===== config.mk =====
export PLATFORM = sky130hd
export DESIGN_NAME = weighted_packet_loss_average_flat
export DESIGN_NICKNAME = d
export VERILOG_FILES = /design/src/hw/rtl/wpla_pkg.sv /design/src/hw/rtl/wpla_in_if.sv /design/src/hw/rtl/wpla_out_if.sv /design/src/hw/rtl/wpla_div.sv /design/src/hw/rtl/wpla_hist.sv /design/src/hw/rtl/weighted_packet_loss_average.sv /design/src/flat_wrapper.sv
export SDC_FILE = /design/constraint.sdc
export NUM_CORES = 1
export LEC_CHECK = 0
export ABC_AREA = 0
export ABC_CLOCK_PERIOD_IN_PS = 8900
export BUFFER_PORTS_ARGS = -buffer_cell sky130_fd_sc_hd__buf_2
export CORE_MARGIN = 3
export CORE_UTILIZATION = 65
export DETAILED_ROUTE_END_ITERATION = 6
export PLACE_DENSITY = 0.83
export SYNTH_ARGS = -nofsm -noshare
export SYNTH_HDL_FRONTEND = slang
export SYNTH_SLANG_ARGS = --single-unit

===== constraint.sdc =====
create_clock -name clk_i -period 8.9 [get_ports clk_i]
set_input_delay 0.89 -clock clk_i [delete_from_list [all_inputs] [get_ports clk_i]]
set_output_delay 0.89 -clock clk_i [all_outputs]
set_load 0.03 [all_outputs]

===== src/hw/rtl/wpla_pkg.sv =====
// ----------------------------------------------------------------------------
// Weighted packet loss average: shared package
// Field widths, fixed-point constants and default sizes for the block.
// ----------------------------------------------------------------------------
`default_nettype none

package wpla_pkg;

  // Width of the lost and expected counts of one feedback report.
  localparam int unsigned COUNT_W = 16;

  // Fixed-point format of a loss ratio: FRACTION_BITS fraction bits and one
  // integer bit, so that a ratio of exactly 1.0 can be held.
  localparam int unsigned FRACTION_BITS = 16;
  localparam int unsigned LOSS_W        = FRACTION_BITS + 1;

  // Width of the history fill field on the result channel.
  localparam int unsigned FILL_W = 5;

  // Default number of reports kept in the history.
  localparam int unsigned HISTORY_DEPTH = 24;

  // A loss ratio of 1.0.
  localparam logic [LOSS_W-1:0] LOSS_ONE = LOSS_W'(1) << FRACTION_BITS;

endpackage : wpla_pkg

`default_nettype wire


===== src/hw/rtl/wpla_in_if.sv =====
// ----------------------------------------------------------------------------
// Weighted packet loss average: report channel
// Valid/ready channel that carries one feedback report per transaction.
// ----------------------------------------------------------------------------
`default_nettype none

interface wpla_in_if;

  logic                         valid;
  logic                         ready;
  logic [wpla_pkg::COUNT_W-1:0] lost_count;
  logic [wpla_pkg::COUNT_W-1:0] expected_count;

  modport source (output valid, output lost_count, output expected_count, input ready);
  modport sink   (input valid, input lost_count, input expected_count, output ready);

endinterface : wpla_in_if

`default_nettype wire


===== src/hw/rtl/wpla_out_if.sv =====
// ----------------------------------------------------------------------------
// Weighted packet loss average: result channel
// Valid/ready channel that carries one loss result per transaction.
// ----------------------------------------------------------------------------
`default_nettype none

interface wpla_out_if;

  logic                        valid;
  logic                        ready;
  logic [wpla_pkg::LOSS_W-1:0] current_loss;
  logic [wpla_pkg::LOSS_W-1:0] weighted_loss;
  logic [wpla_pkg::FILL_W-1:0] history_fill;
  logic                        empty_report;

  modport source (
    output valid, output current_loss, output weighted_loss,
    output history_fill, output empty_report, input ready
  );
  modport sink (
    input valid, input current_loss, input weighted_loss,
    input history_fill, input empty_report, output ready
  );

endinterface : wpla_out_if

`default_nettype wire


===== src/hw/rtl/wpla_div.sv =====
// ----------------------------------------------------------------------------
// Weighted packet loss average: bit-serial divider
// Restoring divider that produces one quotient bit per cycle, MSB first.
// ----------------------------------------------------------------------------
`default_nettype none

module wpla_div #(
  parameter int unsigned DEN_W = 16,
  parameter int unsigned Q_W   = 17
) (
  input  wire logic             clk_i,
  input  wire logic             rst_ni,
  input  wire logic             start_i,
  input  wire logic [DEN_W-1:0] rem_init_i,
  input  wire logic [Q_W-1:0]   low_i,
  input  wire logic [DEN_W-1:0] den_i,
  output logic                  done_o,
  output logic [Q_W-1:0]        quot_o
);

  localparam int unsigned CNT_W = $clog2(Q_W + 1);

  logic [DEN_W-1:0] rem_q, rem_d;
  logic [Q_W-1:0]   shift_q, shift_d;
  logic [DEN_W-1:0] den_q;
  logic [CNT_W-1:0] cnt_q, cnt_d;
  logic             done_q, done_d;
  logic [DEN_W:0]   trial;
  logic             q_bit;

  // One restoring step: the remainder stays below the divisor, so the trial
  // value is below twice the divisor and one subtract is enough.
  always_comb begin
    trial   = {rem_q, shift_q[Q_W-1]};
    q_bit   = (trial >= {1'b0, den_q});
    rem_d   = q_bit ? DEN_W'(trial - {1'b0, den_q}) : trial[DEN_W-1:0];
    shift_d = {shift_q[Q_W-2:0], q_bit};
    cnt_d   = cnt_q - CNT_W'(1);
    done_d  = (cnt_q == CNT_W'(1));
  end

  // Control: the step counter and the completion pulse.
  always_ff @(posedge clk_i or negedge rst_ni) begin
    if (!rst_ni) begin
      cnt_q  <= '0;
      done_q <= 1'b0;
    end else if (start_i) begin
      cnt_q  <= CNT_W'(Q_W);
      done_q <= 1'b0;
    end else if (cnt_q != '0) begin
      cnt_q  <= cnt_d;
      done_q <= done_d;
    end else begin
      done_q <= 1'b0;
    end
  end

  // Datapath: the dividend bits shift out at the top while quotient bits
  // shift in at the bottom of the same register.
  always_ff @(posedge clk_i) begin
    if (start_i) begin
      rem_q   <= rem_init_i;
      shift_q <= low_i;
      den_q   <= den_i;
    end else if (cnt_q != '0) begin
      rem_q   <= rem_d;
      shift_q <= shift_d;
    end
  end

  assign done_o = done_q;
  assign quot_o = shift_q;

endmodule : wpla_div

`default_nettype wire


===== src/hw/rtl/wpla_hist.sv =====
// ----------------------------------------------------------------------------
// Weighted packet loss average: history and weighted sum
// Ring buffer of loss ratios and a serial walk that forms the weighted sum.
// ----------------------------------------------------------------------------
`default_nettype none

module wpla_hist #(
  parameter int unsigned HISTORY_DEPTH = wpla_pkg::HISTORY_DEPTH,
  parameter int unsigned FILL_CNT_W    = $clog2(HISTORY_DEPTH + 1),
  parameter int unsigned WT_W          = $clog2(HISTORY_DEPTH * (HISTORY_DEPTH + 1) / 2 + 1),
  parameter int unsigned TOT_W         = wpla_pkg::LOSS_W + WT_W
) (
  input  wire logic                        clk_i,
  input  wire logic                        rst_ni,
  input  wire logic                        push_i,
  input  wire logic [wpla_pkg::LOSS_W-1:0] ratio_i,
  output logic                             done_o,
  output logic [TOT_W-1:0]                 total_o,
  output logic [WT_W-1:0]                  weights_o,
  output logic [FILL_CNT_W-1:0]            fill_o
);

  localparam int unsigned ADDR_W = (HISTORY_DEPTH > 1) ? $clog2(HISTORY_DEPTH) : 1;
  localparam int unsigned SUM_W  = wpla_pkg::LOSS_W + FILL_CNT_W;

  localparam logic [ADDR_W:0]       DEPTH_X = (ADDR_W + 1)'(HISTORY_DEPTH);
  localparam logic [ADDR_W-1:0]     LAST    = ADDR_W'(HISTORY_DEPTH - 1);
  localparam logic [FILL_CNT_W-1:0] FULL    = FILL_CNT_W'(HISTORY_DEPTH);

  logic [wpla_pkg::LOSS_W-1:0] mem_q [HISTORY_DEPTH];
  logic [wpla_pkg::LOSS_W-1:0] rd_q;

  logic [FILL_CNT_W-1:0] fill_q;
  logic [ADDR_W-1:0]     oldest_q;
  logic [ADDR_W-1:0]     oldest_d;
  logic                  full;
  logic [ADDR_W:0]       slot_sum;
  logic [ADDR_W-1:0]     slot;

  logic                  walk_q;
  logic [FILL_CNT_W-1:0] remain_q;
  logic [ADDR_W-1:0]     addr_q;
  logic                  rd_vld_q;
  logic                  done_q;
  logic [SUM_W-1:0]      sum_q, sum_d;
  logic [TOT_W-1:0]      tot_q, tot_d;
  logic [WT_W-1:0]       wt_q, wt_d;
  logic [FILL_CNT_W-1:0] cnt_q;

  // Write slot: after the newest entry while filling, over the oldest once full.
  always_comb begin
    full     = (fill_q == FULL);
    slot_sum = {1'b0, oldest_q} + (ADDR_W + 1)'(fill_q);
    if (full) begin
      slot = oldest_q;
    end else if (slot_sum >= DEPTH_X) begin
      slot = ADDR_W'(slot_sum - DEPTH_X);
    end else begin
      slot = slot_sum[ADDR_W-1:0];
    end
    oldest_d = (slot == LAST) ? '0 : slot + ADDR_W'(1);
  end

  // Accumulate from newest to oldest: the running sum is added into the total
  // once per step, so the newest entry is counted n times and the oldest once.
  always_comb begin
    sum_d = sum_q + SUM_W'(rd_q);
    tot_d = tot_q + TOT_W'(sum_d);
    wt_d  = wt_q + WT_W'(cnt_q) + WT_W'(1);
  end

  // History memory: one write port for the push, one registered read port.
  always_ff @(posedge clk_i) begin
    if (push_i) begin
      mem_q[slot] <= ratio_i;
    end
    rd_q <= mem_q[addr_q];
  end

  // Fill count and oldest pointer.
  always_ff @(posedge clk_i or negedge rst_ni) begin
    if (!rst_ni) begin
      fill_q   <= '0;
      oldest_q <= '0;
    end else if (push_i) begin
      if (full) begin
        oldest_q <= oldest_d;
      end else begin
        fill_q <= fill_q + FILL_CNT_W'(1);
      end
    end
  end

  // Walk control: one read issued per cycle, consumed in the cycle after.
  always_ff @(posedge clk_i or negedge rst_ni) begin
    if (!rst_ni) begin
      walk_q   <= 1'b0;
      remain_q <= '0;
      addr_q   <= '0;
      rd_vld_q <= 1'b0;
      done_q   <= 1'b0;
    end else if (push_i) begin
      walk_q   <= 1'b1;
      remain_q <= full ? fill_q : fill_q + FILL_CNT_W'(1);
      addr_q   <= slot;
      rd_vld_q <= 1'b0;
      done_q   <= 1'b0;
    end else begin
      done_q <= 1'b0;
      if (walk_q) begin
        if (remain_q != '0) begin
          rd_vld_q <= 1'b1;
          remain_q <= remain_q - FILL_CNT_W'(1);
          addr_q   <= (addr_q == '0) ? LAST : addr_q - ADDR_W'(1);
        end else begin
          rd_vld_q <= 1'b0;
          if (!rd_vld_q) begin
            walk_q <= 1'b0;
            done_q <= 1'b1;
          end
        end
      end
    end
  end

  // Accumulators.
  always_ff @(posedge clk_i) begin
    if (push_i) begin
      sum_q <= '0;
      tot_q <= '0;
      wt_q  <= '0;
      cnt_q <= '0;
    end else if (rd_vld_q) begin
      sum_q <= sum_d;
      tot_q <= tot_d;
      wt_q  <= wt_d;
      cnt_q <= cnt_q + FILL_CNT_W'(1);
    end
  end

  assign done_o    = done_q;
  assign total_o   = tot_q;
  assign weights_o = wt_q;
  assign fill_o    = fill_q;

endmodule : wpla_hist

`default_nettype wire


===== src/hw/rtl/weighted_packet_loss_average.sv =====
// ----------------------------------------------------------------------------
// Weighted packet loss average: top level
// Loss ratio per feedback report and its linearly weighted history average.
// ----------------------------------------------------------------------------
// Usage:
//   in_i carries one feedback report per transaction (lost and expected
//   counts). out_o carries one result per report: the report's loss ratio,
//   the weighted average over the history, the history fill and a flag for
//   a report with an expected count of zero.
//   The block works on one report at a time. A report passes through the
//   bit-serial divider (one quotient bit per cycle, used twice) and the
//   history walk (one memory read per cycle for each report held) before
//   its result is valid. Reports with lost >= expected or expected == 0
//   skip the first division. Once the result is loaded into the output
//   register the block is ready for the next report.
//   A new report is taken while the previous result still waits on out_o;
//   if the receiver stalls, the block holds its next result until the output
//   register is free. Reset empties the history and drops any pending result.
// ----------------------------------------------------------------------------
`default_nettype none

module weighted_packet_loss_average #(
  parameter int unsigned HISTORY_DEPTH = wpla_pkg::HISTORY_DEPTH
) (
  input  wire logic   clk_i,
  input  wire logic   rst_ni,
  wpla_in_if.sink     in_i,
  wpla_out_if.source  out_o
);

  localparam int unsigned LOSS_W     = wpla_pkg::LOSS_W;
  localparam int unsigned COUNT_W    = wpla_pkg::COUNT_W;
  localparam int unsigned FRAC_W     = wpla_pkg::FRACTION_BITS;
  localparam int unsigned FILL_W     = wpla_pkg::FILL_W;
  localparam int unsigned FILL_CNT_W = $clog2(HISTORY_DEPTH + 1);
  localparam int unsigned WT_W       = $clog2(HISTORY_DEPTH * (HISTORY_DEPTH + 1) / 2 + 1);
  localparam int unsigned TOT_W      = LOSS_W + WT_W;
  localparam int unsigned DEN_W      = (COUNT_W > WT_W) ? COUNT_W : WT_W;

  // Sequencer states.
  localparam logic [2:0] S_IDLE  = 3'd0;
  localparam logic [2:0] S_RATIO = 3'd1;
  localparam logic [2:0] S_PUSH  = 3'd2;
  localparam logic [2:0] S_WALK  = 3'd3;
  localparam logic [2:0] S_AVG   = 3'd4;
  localparam logic [2:0] S_OUT   = 3'd5;

  logic [2:0]        state_q, state_d;
  logic              in_acc;
  logic              no_expected;
  logic              saturate;

  logic [LOSS_W-1:0] ratio_q, ratio_d;
  logic              empty_q, empty_d;
  logic [LOSS_W-1:0] avg_q, avg_d;

  logic              out_vld_q;
  logic [LOSS_W-1:0] out_cur_q;
  logic [LOSS_W-1:0] out_avg_q;
  logic [FILL_W-1:0] out_fill_q;
  logic              out_empty_q;
  logic              out_load;

  logic              div_start;
  logic [DEN_W-1:0]  div_rem_init;
  logic [LOSS_W-1:0] div_low;
  logic [DEN_W-1:0]  div_den;
  logic              div_done;
  logic [LOSS_W-1:0] div_quot;

  logic                  hist_push;
  logic                  hist_done;
  logic [TOT_W-1:0]      hist_total;
  logic [WT_W-1:0]       hist_weights;
  logic [FILL_CNT_W-1:0] hist_fill;
  logic [FILL_CNT_W+FILL_W-1:0] fill_ext;

  assign in_acc      = in_i.valid && in_i.ready;
  assign no_expected = (in_i.expected_count == '0);
  assign saturate    = (in_i.lost_count >= in_i.expected_count);

  // The first division runs on the incoming report, the second on the
  // weighted total over the sum of the weights.
  always_comb begin
    div_start = (in_acc && !no_expected && !saturate) || hist_done;
    if (state_q == S_IDLE) begin
      div_rem_init = DEN_W'(in_i.lost_count[COUNT_W-1:1]);
      div_low      = {in_i.lost_count[0], FRAC_W'(0)};
      div_den      = DEN_W'(in_i.expected_count);
    end else begin
      div_rem_init = DEN_W'(hist_total[TOT_W-1:LOSS_W]);
      div_low      = hist_total[LOSS_W-1:0];
      div_den      = DEN_W'(hist_weights);
    end
  end

  wpla_div #(
    .DEN_W (DEN_W),
    .Q_W   (LOSS_W)
  ) u_div (
    .clk_i      (clk_i),
    .rst_ni     (rst_ni),
    .start_i    (div_start),
    .rem_init_i (div_rem_init),
    .low_i      (div_low),
    .den_i      (div_den),
    .done_o     (div_done),
    .quot_o     (div_quot)
  );

  assign hist_push = (state_q == S_PUSH);

  wpla_hist #(
    .HISTORY_DEPTH (HISTORY_DEPTH),
    .FILL_CNT_W    (FILL_CNT_W),
    .WT_W          (WT_W),
    .TOT_W         (TOT_W)
  ) u_hist (
    .clk_i     (clk_i),
    .rst_ni    (rst_ni),
    .push_i    (hist_push),
    .ratio_i   (ratio_q),
    .done_o    (hist_done),
    .total_o   (hist_total),
    .weights_o (hist_weights),
    .fill_o    (hist_fill)
  );

  assign fill_ext = {FILL_W'(0), hist_fill};

  // Sequencer: ratio, push, walk, average, hand over to the output register.
  always_comb begin
    state_d  = state_q;
    ratio_d  = ratio_q;
    empty_d  = empty_q;
    avg_d    = avg_q;
    out_load = 1'b0;
    unique case (state_q)
      S_IDLE: begin
        if (in_acc) begin
          empty_d = no_expected;
          if (no_expected) begin
            ratio_d = '0;
            state_d = S_PUSH;
          end else if (saturate) begin
            ratio_d = wpla_pkg::LOSS_ONE;
            state_d = S_PUSH;
          end else begin
            state_d = S_RATIO;
          end
        end
      end
      S_RATIO: begin
        if (div_done) begin
          ratio_d = div_quot;
          state_d = S_PUSH;
        end
      end
      S_PUSH: begin
        state_d = S_WALK;
      end
      S_WALK: begin
        if (hist_done) begin
          state_d = S_AVG;
        end
      end
      S_AVG: begin
        if (div_done) begin
          avg_d   = div_quot;
          state_d = S_OUT;
        end
      end
      S_OUT: begin
        if (!out_vld_q || out_o.ready) begin
          out_load = 1'b1;
          state_d  = S_IDLE;
        end
      end
      default: begin
        state_d = S_IDLE;
      end
    endcase
  end

  always_ff @(posedge clk_i or negedge rst_ni) begin
    if (!rst_ni) begin
      state_q <= S_IDLE;
    end else begin
      state_q <= state_d;
    end
  end

  always_ff @(posedge clk_i) begin
    ratio_q <= ratio_d;
    empty_q <= empty_d;
    avg_q   <= avg_d;
  end

  // Output register: holds one result until its transaction completes.
  always_ff @(posedge clk_i or negedge rst_ni) begin
    if (!rst_ni) begin
      out_vld_q <= 1'b0;
    end else if (out_load) begin
      out_vld_q <= 1'b1;
    end else if (out_o.ready) begin
      out_vld_q <= 1'b0;
    end
  end

  always_ff @(posedge clk_i) begin
    if (out_load) begin
      out_cur_q   <= ratio_q;
      out_avg_q   <= avg_q;
      out_fill_q  <= fill_ext[FILL_W-1:0];
      out_empty_q <= empty_q;
    end
  end

  assign in_i.ready          = (state_q == S_IDLE);
  assign out_o.valid         = out_vld_q;
  assign out_o.current_loss  = out_cur_q;
  assign out_o.weighted_loss = out_avg_q;
  assign out_o.history_fill  = out_fill_q;
  assign out_o.empty_report  = out_empty_q;

`ifndef SYNTHESIS
  // The history never holds more reports than it has slots.
  a_fill_bound: assert property (@(posedge clk_i) disable iff (!rst_ni)
    hist_fill <= FILL_CNT_W'(HISTORY_DEPTH))
    else $error("history fill exceeds depth");

  // The ratio pushed into the history never exceeds 1.0.
  a_ratio_bound: assert property (@(posedge clk_i) disable iff (!rst_ni)
    (state_q == S_PUSH) |-> (ratio_q <= wpla_pkg::LOSS_ONE))
    else $error("pushed loss ratio above 1.0");

  // A weighted average is never above the largest entry, i.e. 1.0.
  a_avg_bound: assert property (@(posedge clk_i) disable iff (!rst_ni)
    (state_q == S_AVG && div_done) |-> (div_quot <= wpla_pkg::LOSS_ONE))
    else $error("weighted average above 1.0");

  // The history walk only completes while the sequencer waits for it.
  a_walk_done: assert property (@(posedge clk_i) disable iff (!rst_ni)
    hist_done |-> (state_q == S_WALK))
    else $error("history walk completed out of sequence");
`endif

endmodule : weighted_packet_loss_average

`default_nettype wire

===== src/flat_wrapper.sv =====
// flat-port wrapper written by rule: the top's interface ports become plain ports
module weighted_packet_loss_average_flat 
#(
  parameter int unsigned HISTORY_DEPTH = wpla_pkg::HISTORY_DEPTH
)
  (clk_i, rst_ni, in_i_valid, in_i_lost_count, in_i_expected_count, in_i_ready, out_o_valid, out_o_current_loss, out_o_weighted_loss, out_o_history_fill, out_o_empty_report, out_o_ready);
  wpla_in_if in_i_i ();
  wpla_out_if out_o_i ();
  input  wire logic clk_i;
  input  wire logic rst_ni;
  input wire logic [$bits(in_i_i.valid)-1:0] in_i_valid;
  input wire logic [$bits(in_i_i.lost_count)-1:0] in_i_lost_count;
  input wire logic [$bits(in_i_i.expected_count)-1:0] in_i_expected_count;
  output wire logic [$bits(in_i_i.ready)-1:0] in_i_ready;
  output wire logic [$bits(out_o_i.valid)-1:0] out_o_valid;
  output wire logic [$bits(out_o_i.current_loss)-1:0] out_o_current_loss;
  output wire logic [$bits(out_o_i.weighted_loss)-1:0] out_o_weighted_loss;
  output wire logic [$bits(out_o_i.history_fill)-1:0] out_o_history_fill;
  output wire logic [$bits(out_o_i.empty_report)-1:0] out_o_empty_report;
  input wire logic [$bits(out_o_i.ready)-1:0] out_o_ready;
  assign in_i_i.valid = in_i_valid;
  assign in_i_i.lost_count = in_i_lost_count;
  assign in_i_i.expected_count = in_i_expected_count;
  assign in_i_ready = in_i_i.ready;
  assign out_o_valid = out_o_i.valid;
  assign out_o_current_loss = out_o_i.current_loss;
  assign out_o_weighted_loss = out_o_i.weighted_loss;
  assign out_o_history_fill = out_o_i.history_fill;
  assign out_o_empty_report = out_o_i.empty_report;
  assign out_o_i.ready = out_o_ready;
  weighted_packet_loss_average #(.HISTORY_DEPTH(HISTORY_DEPTH)) u_core (.clk_i(clk_i), .rst_ni(rst_ni), .in_i(in_i_i), .out_o(out_o_i));
endmodule

==> results of run 1 <==
worst max path at each step:
stage | to | slack (ns) | cells after the start
final | u_core.u_hist.total_o[23] | 4.48 | 18
after global routing | u_core.u_hist.total_o[23] | 4.20 | 18
after CTS | u_core.u_hist.total_o[22] | 4.57 | 18
after detailed placement | u_core.u_hist.total_o[23] | 4.64 | 16
after global placement | u_core.u_hist.total_o[23] | 4.75 | 16
after floorplan | u_core.u_hist.total_o[23] | 5.02 | 16
power breakdown:
group	total [mW]	internal (mW)	leakage (nW)	switching, mW
clock network	2.56	1.42	0.962	1.14
registers	3.22	3.22	5.61	0.0000000000000000112
logic	0.0338	0.0133	4.39	0.0205
synth_stat cells (all sizes together), types with 8 or more instances:
cell    number  area share, %
mux4       119            9.4
dfxtp       79            5.5
nand2      159            2.1
nand3       60            1.1
nor4         9           0.22
o21a         9           0.24
a21oi      100            1.8
and2        26           0.57
o21ai       90            1.6
xnor2       40            1.2
or3         11           0.26
clkbuf      58           0.76
ha          94            4.1
a211oi      22           0.58
nor2b       13           0.28
nor2       119            1.6
edfxtp     532             56
dfrtp       33            2.9
a21o        32           0.84
nand2b      12           0.26
nand4       10           0.22
and3        11           0.24
inv         75           0.99
buf         30           0.48
mux2i       54            1.9
nand3b       8           0.21
nor3        31           0.58
a31oi       13           0.28
xor2        22           0.67
o211ai      17           0.45
routing by layer:
layer / routed length, um / part of all wire (%) / GRT usage, %
met1: 25600 / 36 / 37.6
met2: 36600 / 52 / 53.9
met3: 5440 / 7.7 / 4.45
met4: 2710 / 3.8 / 12.2
met5: 0 / 0 / 0
area by class of cell:
type	count	area, um^2	share of cell area [%]
clock buffers	78	1640	5.18
clock inverters	34	320	1.01
inverters	76	285	0.900
multi-input cells	1166	9650	30.5
flip-flops and latches	644	18400	58.0
well taps	585	732	2.31
repair buffers	114	663	2.09
layout by cell type (no fill, tap or decap), types with 16 or more instances in the layout:
master     instances
clkbuf_16         62
edfxtp_1         532
nor3_1            28
dfrtp_1           29
xor2_1            22
a21oi_1           83
buf_2             77
a211oi_1          22
nor2_1           116
buf_4             37
ha_1              94
o21ai_1           16
a21oi_2           17
nand2_1          159
inv_1             73
o21ai_0           73
xnor2_1           40
nand3_1           59
dfxtp_1           79
and2_1            26
mux4_2           119
a21o_1            32
o211ai_1          17
mux2i_1           54
worst max-delay path: stages, from the launching register on:
cell and delay [ns]:
dfxtp_1 0.34, ha_1 0.17, inv_1 0.06, fa_1 0.40, nor2b_1 0.15, o21ai_1 0.10
a21oi_1 0.30, o211a_1 0.30, a21o_1 0.18, a21oi_1 0.09, xnor2_1 0.16, ha_1 0.46
o21ai_0 0.21, a21oi_1 0.21, o32ai_1 0.13, or2_2 0.30, o211a_1 0.25, or4_1 0.47
o21ai_1 0.08
cell families after synthesis:
group	count (synthesis)
fa+ha+maj	99
flops	644
xor+xnor	63
simple gates	486
compound gates	341
buf+inv	164
mux	177
flip-flops by register name (all words and copies together) (netlist names), 9 cells and up:
name,count
u_core.u_div.den_q,16
u_core.u_hist.rd_q,17
u_core.u_hist.sum_q,22
u_core.u_hist.mem_q,408
u_core.u_hist.total_o,26
u_core.avg_q,17
u_core.u_hist.weights_o,9
u_core.out_o.current_loss,17
u_core.u_div.rem_q,16
u_core.ratio_q,17
u_core.out_o.weighted_loss,17
u_core.u_div.quot_o,17
==> results.yml, run 1 <==
outcome:
  run_status: "complete, but fails checks"
  failed_checks: "DRC"
finish:
  area_growth_pct: 10.9
  antennaDiodeCount: 0
  finish.instance_area_mm2: 0.0317
  filler_cell_count: 2558
  drive_above_1_share_pct: 17.5
  nNetsFinal: 2198
  final_core_density_pct: 73.2
  final_cell_count_no_fill: 2697
sta:
  finalCritPeriodShare_pct: 49.6
  period_minus_ws_final_ns: 4.42
  worst_pin_slew_ns: 1.29
  timing_hold_violations_final: 0
  final.setup.worst_slack_ns: 4.48
  hold-worst-slack_ns: 0.369
  grt_setup_unrepaired: "no"
  slew_headroom_pct: 13.7
  max_clock_freq_mhz: 226
  fin_setup_tns_ns: 0
  timing.final.max_slew_violations: 0
  setup_viol: 0
  finClkSkew_ns: 0.0314
worst_hold_path:
  hold_class: "input port to async pin"
route:
  finalWirelength_mm: 70.4
  post-route-drc-count: 3
  detailedRoute.firstPassIterationCount: 7
  drt_iter0_markers: 2190
  via_count: 17762
  wl_per_cell_um: 26.1
  routed_via_density: 6.59
  antenna_left: 0
placed_design:
  placement.setup.worst_slack_ns: 4.64
  io_buffer_count: 77
  globalplace.congestion: 0.955
  area_post_placement_mm2: 0.0297
  half_perimeter_wire_length_after_detailed_placement_mm: 42.0
  placed_cells: 2585
global_routing:
  grt_first_pass_wirelength_mm: 106
  via_count_of_the_first_global_routing_pass: 17822
  pin_count_of_the_biggest_net_entering_global_routing: 73
  overflow: 0
  number_of_antenna_violations_at_the_first_check_in_global_routing: 2
  track_usage_pct: 30.3
pwr:
  power-per-cell-area_mw_per_mm2: 183
  vdd_drop_max_mv: 0.217
  total_power_mw: 5.81
  power.static_leakage_nw: 11.0
setup_path:
  crit_arrival_ns: 4.97
  worstRegToRegCells: 18
  worst_setup_slack_for_register_to_register_paths_ns: 4.48
  startpoint_type: "register"
  worstReg2RegStart: "u_core.u_hist.sum_q[0]"
  reg_to_reg_endpoint: "u_core.u_hist.total_o[23]"
  crit_start: "u_core.u_hist.sum_q[0]"
  path_max_fanout: 8
  endpoint_required_time_on_the_critical_path_ns: 9.46
  end_kind: "register"
  criticalPathCategory: "register to register"
clock_network:
  clk_root_buffer_cell: "clkbuf_16"
  tritoncts_num_sinks: 644
  post_cts.resized_instances: 0
  hold_buffer_count_at_cts: 0
  cts_setup_buffers: 0
  clk_latency_ns: 0.65
  cts.reportedPaths.clkPinSlew_ns: 0.06
  cts-buffers-inserted: 61
  tritoncts: "built"
  clock_path_buffers: 3
  h-tree-depth: 2
synth:
  yosysSeqAreaShare_pct: 64.4
  ys.warnings.count: 0
  synth.area.mux_share_pct: 11.4
  async_reset_ff_share_pct: 5.12
  ys_seq_elements: 644
  synth_compound_area_share_pct: 7.48
  post_synth_fa_ha_maj_area_fraction_pct: 4.47
  synth_simple_gate_area_share_pct: 8.05
  syn-num-nets: 2109
  yosys.cell_types.count: 80
  syn-cell-area_mm2: 0.0286
  average_cell_area_after_synthesis_um2: 14.5
  synth_enable_flop_cells: 532
  xor_and_xnor_area_share_after_synthesis_pct: 1.98
  combinational_family_with_the_most_area_after_synthesis: "multiplexers"
  mapped_cells: 1974
  synthFlopType: "edfxtp_1"
floorplanning:
  die_width_um: 216
  design.die.area_mm2: 0.0465
  core_area_mm2: 0.0433
  fp-row-count: 76
  floorplan.initialDensity_pct: 66.0
  top_level_ports: 78
  dieHeight_um: 216
run:
  timing.max_cap.violations: 0
Power figures use the tool's default switching activity.
==> run 2: changes to the inputs <==
--- a/config.mk
+++ b/config.mk
@@ -6,12 +6,12 @@
 export NUM_CORES = 1
 export LEC_CHECK = 0
 export ABC_AREA = 0
-export ABC_CLOCK_PERIOD_IN_PS = 8900
+export ABC_CLOCK_PERIOD_IN_PS = 4600
 export BUFFER_PORTS_ARGS = -buffer_cell sky130_fd_sc_hd__buf_2
 export CORE_MARGIN = 3
-export CORE_UTILIZATION = 65
+export CORE_UTILIZATION = 62
 export DETAILED_ROUTE_END_ITERATION = 6
-export PLACE_DENSITY = 0.83
+export PLACE_DENSITY = 0.79
 export SYNTH_ARGS = -nofsm -noshare
 export SYNTH_HDL_FRONTEND = slang
 export SYNTH_SLANG_ARGS = --single-unit
==> constraint.sdc (replaced) <==
create_clock -name clk_i -period 4.6 [get_ports clk_i]
set_input_delay 0.46 -clock clk_i [delete_from_list [all_inputs] [get_ports clk_i]]
set_output_delay 0.46 -clock clk_i [all_outputs]
set_load 0.03 [all_outputs]
==> run 2 against run 1 <==
  * Hold slack worse by 0.16 ns
  * Utilization fell by 3.0 points
  * Critical endpoint unchanged
  * Maximum frequency is 2.7% higher
  * The run now ends clean
  * Register-to-register slack got worse by 4.2 ns
  * Clock power is 110% higher
  * First-iteration DRC count is 16% lower
  * Critical path depth is 2 lower
  * Global-route usage shrank 1.2 points
  * Final cell count rose by 1.1%
==> results.yml, run 2 (synthesized netlist as in run 1, its figures left out) <==
outcome:
  run_status: "complete, no violations"
sta:
  max_clock_freq_mhz: 232
  finClkSkew_ns: 0.0192
  final.setup.worst_slack_ns: 0.298
  fin_setup_tns_ns: 0
  period_minus_ws_final_ns: 4.30
  grt_setup_unrepaired: "no"
  timing.final.max_slew_violations: 0
  timing_hold_violations_final: 0
  worst_pin_slew_ns: 1.28
  finalCritPeriodShare_pct: 93.5
  setup_viol: 0
  slew_headroom_pct: 14.5
finish:
  nNetsFinal: 2209
  top_library_cells_by_usage_in_the_layout_fill_and_taps_aside: "edfxtp_1, nand2_1, mux4_2"
  most_common_cell_after_layout_fill_and_taps_aside: "edfxtp_1"
  flip_flop_count_of_the_largest_register_all_copies_and_words_added: 408
  drive_above_1_share_pct: 17.8
  top_register: "u_core.u_hist.mem_q"
  finish.instance_area_mm2: 0.0320
  area_growth_pct: 11.9
  filler_cell_count: 2932
setup_path:
  endpoint_required_time_on_the_critical_path_ns: 5.13
  criticalPathCategory: "register to register"
  startpoint_type: "register"
  path_max_fanout: 5
  end_kind: "register"
  crit_arrival_ns: 4.83
pwr:
  total_power_mw: 11.7
  share_of_total_power_in_combinational_logic_pct: 0.6
  power.switching_mw: 2.31
  power.share.clock_pct: 46.0
  intPower_mw: 9.34
  power.share.switching_pct: 19.8
  vdd_drop_max_mv: 0.388
  seq_power_share_pct: 53.4
  power-per-cell-area_mw_per_mm2: 365
  power.static_leakage_nw: 11.1
clock_network:
  tritoncts: "built"
  cts.reportedPaths.clkPinSlew_ns: 0.06
  clk_root_buffer_cell: "clkbuf_16"
  clk_latency_ns: 0.61
  cts-buffers-inserted: 66
  tritoncts_num_sinks: 644
  h-tree-depth: 3
  clock_path_buffers: 3
placed_design:
  io_buffer_count: 77
  globalplace.congestion: 0.886
  placement.setup.worst_slack_ns: 0.373
  area_post_placement_mm2: 0.0298
  half_perimeter_wire_length_after_detailed_placement_mm: 41.7
global_routing:
  via_count_of_the_first_global_routing_pass: 17693
  grt_first_pass_wirelength_mm: 105
  number_of_antenna_violations_at_the_first_check_in_global_routing: 1
  overflow: 0
  track_usage_pct: 29.0
  pin_count_of_the_biggest_net_entering_global_routing: 71
floorplanning:
  die_width_um: 221
  top_level_ports: 78
  core_area_mm2: 0.0455
  design.die.area_mm2: 0.0487
  fp-row-count: 78
  dieHeight_um: 221
  floorplan.initialDensity_pct: 62.8
route:
  detailedRoute.firstPassIterationCount: 5
  drt_iter0_markers: 1838
  routed_via_density: 6.42
  post-route-drc-count: 0
  finalWirelength_mm: 68.2
  via_count: 17498
  antenna_left: 0
  wl_per_cell_um: 25.0
run:
  timing.max_cap.violations: 0
worst_hold_path:
  hold_class: "input port to register"
## run 2: per-stage QoR
| step | std cells | util, % | hold WS (ns) |
|---|---|---|---|
| floorplan | 1974 | - | 0.164 |
| CTS | 2724 | 70.3 | 0.181 |
| finish | 2726 | 70.3 | 0.205 |
| detailed placement | 2604 | 65.5 | 0.405 |
| global route | 2726 | 70.3 | 0.192 |
| global placement | 2604 | 65.5 | 0.401 |
## run 2: path summary, 6_finish.rpt
check / startpoint / depth (start not counted) / end / slack [ns]
worst max-delay path: u_core.u_hist.sum_q[6] / 16 / u_core.u_hist.total_o[23] / 0.30
worst min-delay path: in_i_lost_count[11] / 3 / u_core.u_div.rem_q[10] / 0.21
worst max register to register: u_core.u_hist.sum_q[6] / 16 / u_core.u_hist.total_o[23] / 0.30
worst min register to register: u_core.avg_q[6] / 0 / u_core.out_o.weighted_loss[6] / 0.42
max in group asynchronous: rst_ni / 2 / u_core.u_hist.addr_q[1] / 3.43
min in group asynchronous: rst_ni / 2 / u_core.u_hist.addr_q[3] / 0.60
## run 2: power by group through the flow
| stage | clock (mW) | combinational, mW | sequential, mW |
|---|---|---|---|
| after floorplan | 0 | 0.0251 | 6.35 |
| after global placement | 0 | 0.0622 | 6.35 |
| after detailed placement | 0 | 0.0647 | 6.35 |
| after CTS | 5.44 | 0.0663 | 6.22 |
| after global routing | 5.69 | 0.0729 | 6.22 |
| final | 5.37 | 0.0663 | 6.22 |
## run 2: metal layers
metal	GRT usage [%]	vias to the layer above	part of all wire [%]
met2	50.2	788	51
li1	-	7770	-
met5	0	-	0
met3	5.08	189	6.7
met4	12.1	0	4.3
met1	36.6	8751	38
## run 2: final cells by class
cell class / instances / area [um^2] / area share, %
sequential: 644 / 18400 / 57.5
multi-input combinational: 1166 / 9650 / 30.2
clock buffer: 85 / 1760 / 5.52
tap: 600 / 751 / 2.35
timing repair buffer: 120 / 723 / 2.26
clock inverter: 34 / 400 / 1.25
inverter: 76 / 285 / 0.893
antenna: 1 / 2.50 / 0.00783
## run 2: critical path: stages, from the launching register on
cell	delay (ns)
dfxtp_1	0.32
ha_1	0.34
and3_1	0.22
a221oi_1	0.31
nor2_1	0.07
a311o_1	0.44
a41oi_1	0.34
nand2b_1	0.11
xor2_1	0.15
ha_1	0.34
nand2_1	0.12
o21ai_1	0.22
o32ai_1	0.14
or2_2	0.30
o211a_1	0.25
or4_1	0.48
o21ai_1	0.09
## run 2: timing repair
item	in CTS	in global routing
setup endpoints to repair	0	1
gates resized for setup	0	0
hold endpoints to repair	33	0
hold buffers	1	0
setup buffers	0	1
==> run 3: changes to the inputs <==
--- a/config.mk
+++ b/config.mk
@@ -9,9 +9,9 @@
 export ABC_CLOCK_PERIOD_IN_PS = 4600
 export BUFFER_PORTS_ARGS = -buffer_cell sky130_fd_sc_hd__buf_2
 export CORE_MARGIN = 3
-export CORE_UTILIZATION = 62
+export CORE_UTILIZATION = 55
 export DETAILED_ROUTE_END_ITERATION = 6
-export PLACE_DENSITY = 0.79
+export PLACE_DENSITY = 0.72
 export SYNTH_ARGS = -nofsm -noshare
 export SYNTH_HDL_FRONTEND = slang
 export SYNTH_SLANG_ARGS = --single-unit
==> run 3 against run 2 <==
  * Routed wire length is 5.1% lower
  * Die area is 12% higher
  * Sequential share of layout area down 0.056 points
  * Utilization fell by 7.2 points
  * Non-clock buffer count down 1
  * Via count decreased by 2.2%
  * Total power down 1.8%
  * First-iteration DRC count shrank 20%
  * Sequential power about the same
  * Worst setup slack better by 0.022 ns
  * Global-route usage fell by 5.0 points
  * Critical endpoint unchanged
  * Largest cell class unchanged
  * Highest routed layer unchanged
==> results.yml, run 3 (synthesized netlist as in run 1, its figures left out) <==
setup_path:
  crit_start: "u_core.u_hist.rd_q[7]"
  startpoint_type: "register"
  crit_buf_inv: 0
  worst_path_dominant_cell_family: "compound AO/OA/AOI/OAI gates"
  criticalPathCategory: "register to register"
  crit_path_cell_trace: "ha_1, and3_1, a221oi_1, nor2_1, a311o_1, a41oi_1, nand2b_1, xor2_1, ha_1, nand2_1, o21ai_1, o32ai_1, or2_2, o211a_1, or4_1, o21ai_1"
  reg_to_reg_endpoint: "u_core.u_hist.total_o[23]"
  worst_setup_slack_for_register_to_register_paths_ns: 0.32
  endpoint_required_time_on_the_critical_path_ns: 5.14
  worstReg2RegStart: "u_core.u_hist.rd_q[7]"
  worst_stage_delay_on_the_critical_path_ns: 0.46
  path_max_fanout: 5
  crit_path_end: "u_core.u_hist.total_o[23]"
  cp_max_stage_cell: "or4_1"
  crit_arrival_ns: 4.82
  crit_cells: 16
  worstRegToRegCells: 16
  end_kind: "register"
route:
  post-route-drc-count: 0
  routed_via_density: 6.12
  via_count: 17112
  detailedRoute.firstPassIterationCount: 7
  finalWirelength_mm: 64.7
  wl_per_cell_um: 23.1
  drt_iter0_markers: 1465
  antenna_left: 0
finish:
  final_cell_count_no_fill: 2795
  top_library_cells_by_usage_in_the_layout_fill_and_taps_aside: "edfxtp_1, nand2_1, mux4_2"
  filler_cell_count: 3648
  antennaDiodeCount: 0
  drive_above_1_share_pct: 18.1
  area_growth_pct: 12.0
  flip_flop_count_of_the_largest_register_all_copies_and_words_added: 408
  top_register: "u_core.u_hist.mem_q"
  nNetsFinal: 2208
  most_common_cell_after_layout_fill_and_taps_aside: "edfxtp_1"
floorplanning:
  floorplan.initialDensity_pct: 56.4
  dieHeight_um: 234
  design.die.area_mm2: 0.0547
  core_area_mm2: 0.0507
  top_level_ports: 78
  fp-row-count: 82
  die_width_um: 234
placed_design:
  io_buffer_count: 77
  placed_cells: 2676
  globalplace.congestion: 0.870
  half_perimeter_wire_length_after_detailed_placement_mm: 40.8
global_routing:
  grt_first_pass_wirelength_mm: 98.8
  overflow: 0
  via_count_of_the_first_global_routing_pass: 16880
  number_of_antenna_violations_at_the_first_check_in_global_routing: 0
  track_usage_pct: 24.0
  pin_count_of_the_biggest_net_entering_global_routing: 72
sta:
  timing_hold_violations_final: 0
  finClkSkew_ns: 0.0234
  timing.final.max_slew_violations: 0
  max_clock_freq_mhz: 234
  worst_pin_slew_ns: 1.21
  setup_viol: 0
  period_minus_ws_final_ns: 4.28
  finalCritPeriodShare_pct: 93.0
  slew_headroom_pct: 19.7
  grt_setup_unrepaired: "no"
  fin_setup_tns_ns: 0
clock_network:
  h-tree-depth: 3
  tritoncts_num_sinks: 644
  clock_path_buffers: 3
  clk_latency_ns: 0.62
  cts_setup_buffers: 0
  post_cts.resized_instances: 0
  clk_root_buffer_cell: "clkbuf_16"
  cts-buffers-inserted: 66
  hold_buffer_count_at_cts: 1
  cts.reportedPaths.clkPinSlew_ns: 0.06
  tritoncts: "built"
pwr:
  power-per-cell-area_mw_per_mm2: 358
  vdd_drop_max_mv: 0.361
  power.static_leakage_nw: 11.0
outcome:
  run_status: "complete, no violations"
run:
  timing.max_cap.violations: 0
worst_hold_path:
  hold_class: "input port to register"
  min-delay-start: "in_i_expected_count[12]"
==> run 3: stage by stage <==
stage / hold WS [ns] / utilization, % / setup WS, ns / total power, mW / cell area [um^2]
after floorplan: 0.164 / - / 0.719 / 6.37 / 28600
final: 0.190 / 63.1 / 0.320 / 11.4 / 32000
after global routing: 0.176 / 63.1 / 0.0151 / 11.8 / 32000
after CTS: 0.163 / 63.1 / 0.347 / 11.6 / 32000
after global placement: 0.402 / 59.0 / 0.438 / 6.41 / 29900
after detailed placement: 0.405 / 59.0 / 0.369 / 6.41 / 29900
==> run 3: worst min-delay path by stage <==
stage,to,slack [ns],depth (start not counted)
5_1_grt,u_core.u_div.den_q[12],0.18,3
6_report,u_core.u_div.den_q[12],0.19,3
2_1_floorplan,u_core.out_o.valid,0.16,0
3_3_place_gp,u_core.out_o.weighted_loss[7],0.40,0
3_5_place_dp,u_core.out_o.empty_report,0.40,0
4_1_cts,u_core.u_div.den_q[12],0.16,3
==> run 3: metal layers <==
| metal | GRT usage (%) | routed length [um] |
|---|---|---|
| met5 | 0 | 0 |
| met3 | 3.97 | 3400 |
| met2 | 41.6 | 32900 |
| met1 | 31.2 | 26500 |
| met4 | 7.63 | 1910 |
==> run 3: report_power, final <==
| part | internal [mW] | switching, mW | total (mW) |
|---|---|---|---|
| Clock | 2.90 | 2.25 | 5.16 |
| Combinational | 0.0262 | 0.0395 | 0.0658 |
| Sequential | 6.22 | 0.0000000000000000192 | 6.22 |
==> run 3: layout make-up <==
type	instances	area (um^2)	share of cell area, %
Sequential cell	644	18400	57.5
Multi-Input combinational cell	1166	9670	30.2
Clock buffer	79	1730	5.41
Tap cell	672	841	2.63
Timing Repair Buffer	119	716	2.24
Clock inverter	39	363	1.13
Inverter	76	285	0.892
==> run 3: worst reg2reg max path, cell delays in order (launching register included) <==
cell,delay (ns)
dfxtp_1,0.30
ha_1,0.36
and3_1,0.22
a221oi_1,0.29
nor2_1,0.07
a311o_1,0.43
a41oi_1,0.33
nand2b_1,0.10
xor2_1,0.15
ha_1,0.34
nand2_1,0.13
o21ai_1,0.25
o32ai_1,0.15
or2_2,0.30
o211a_1,0.25
or4_1,0.46
o21ai_1,0.08
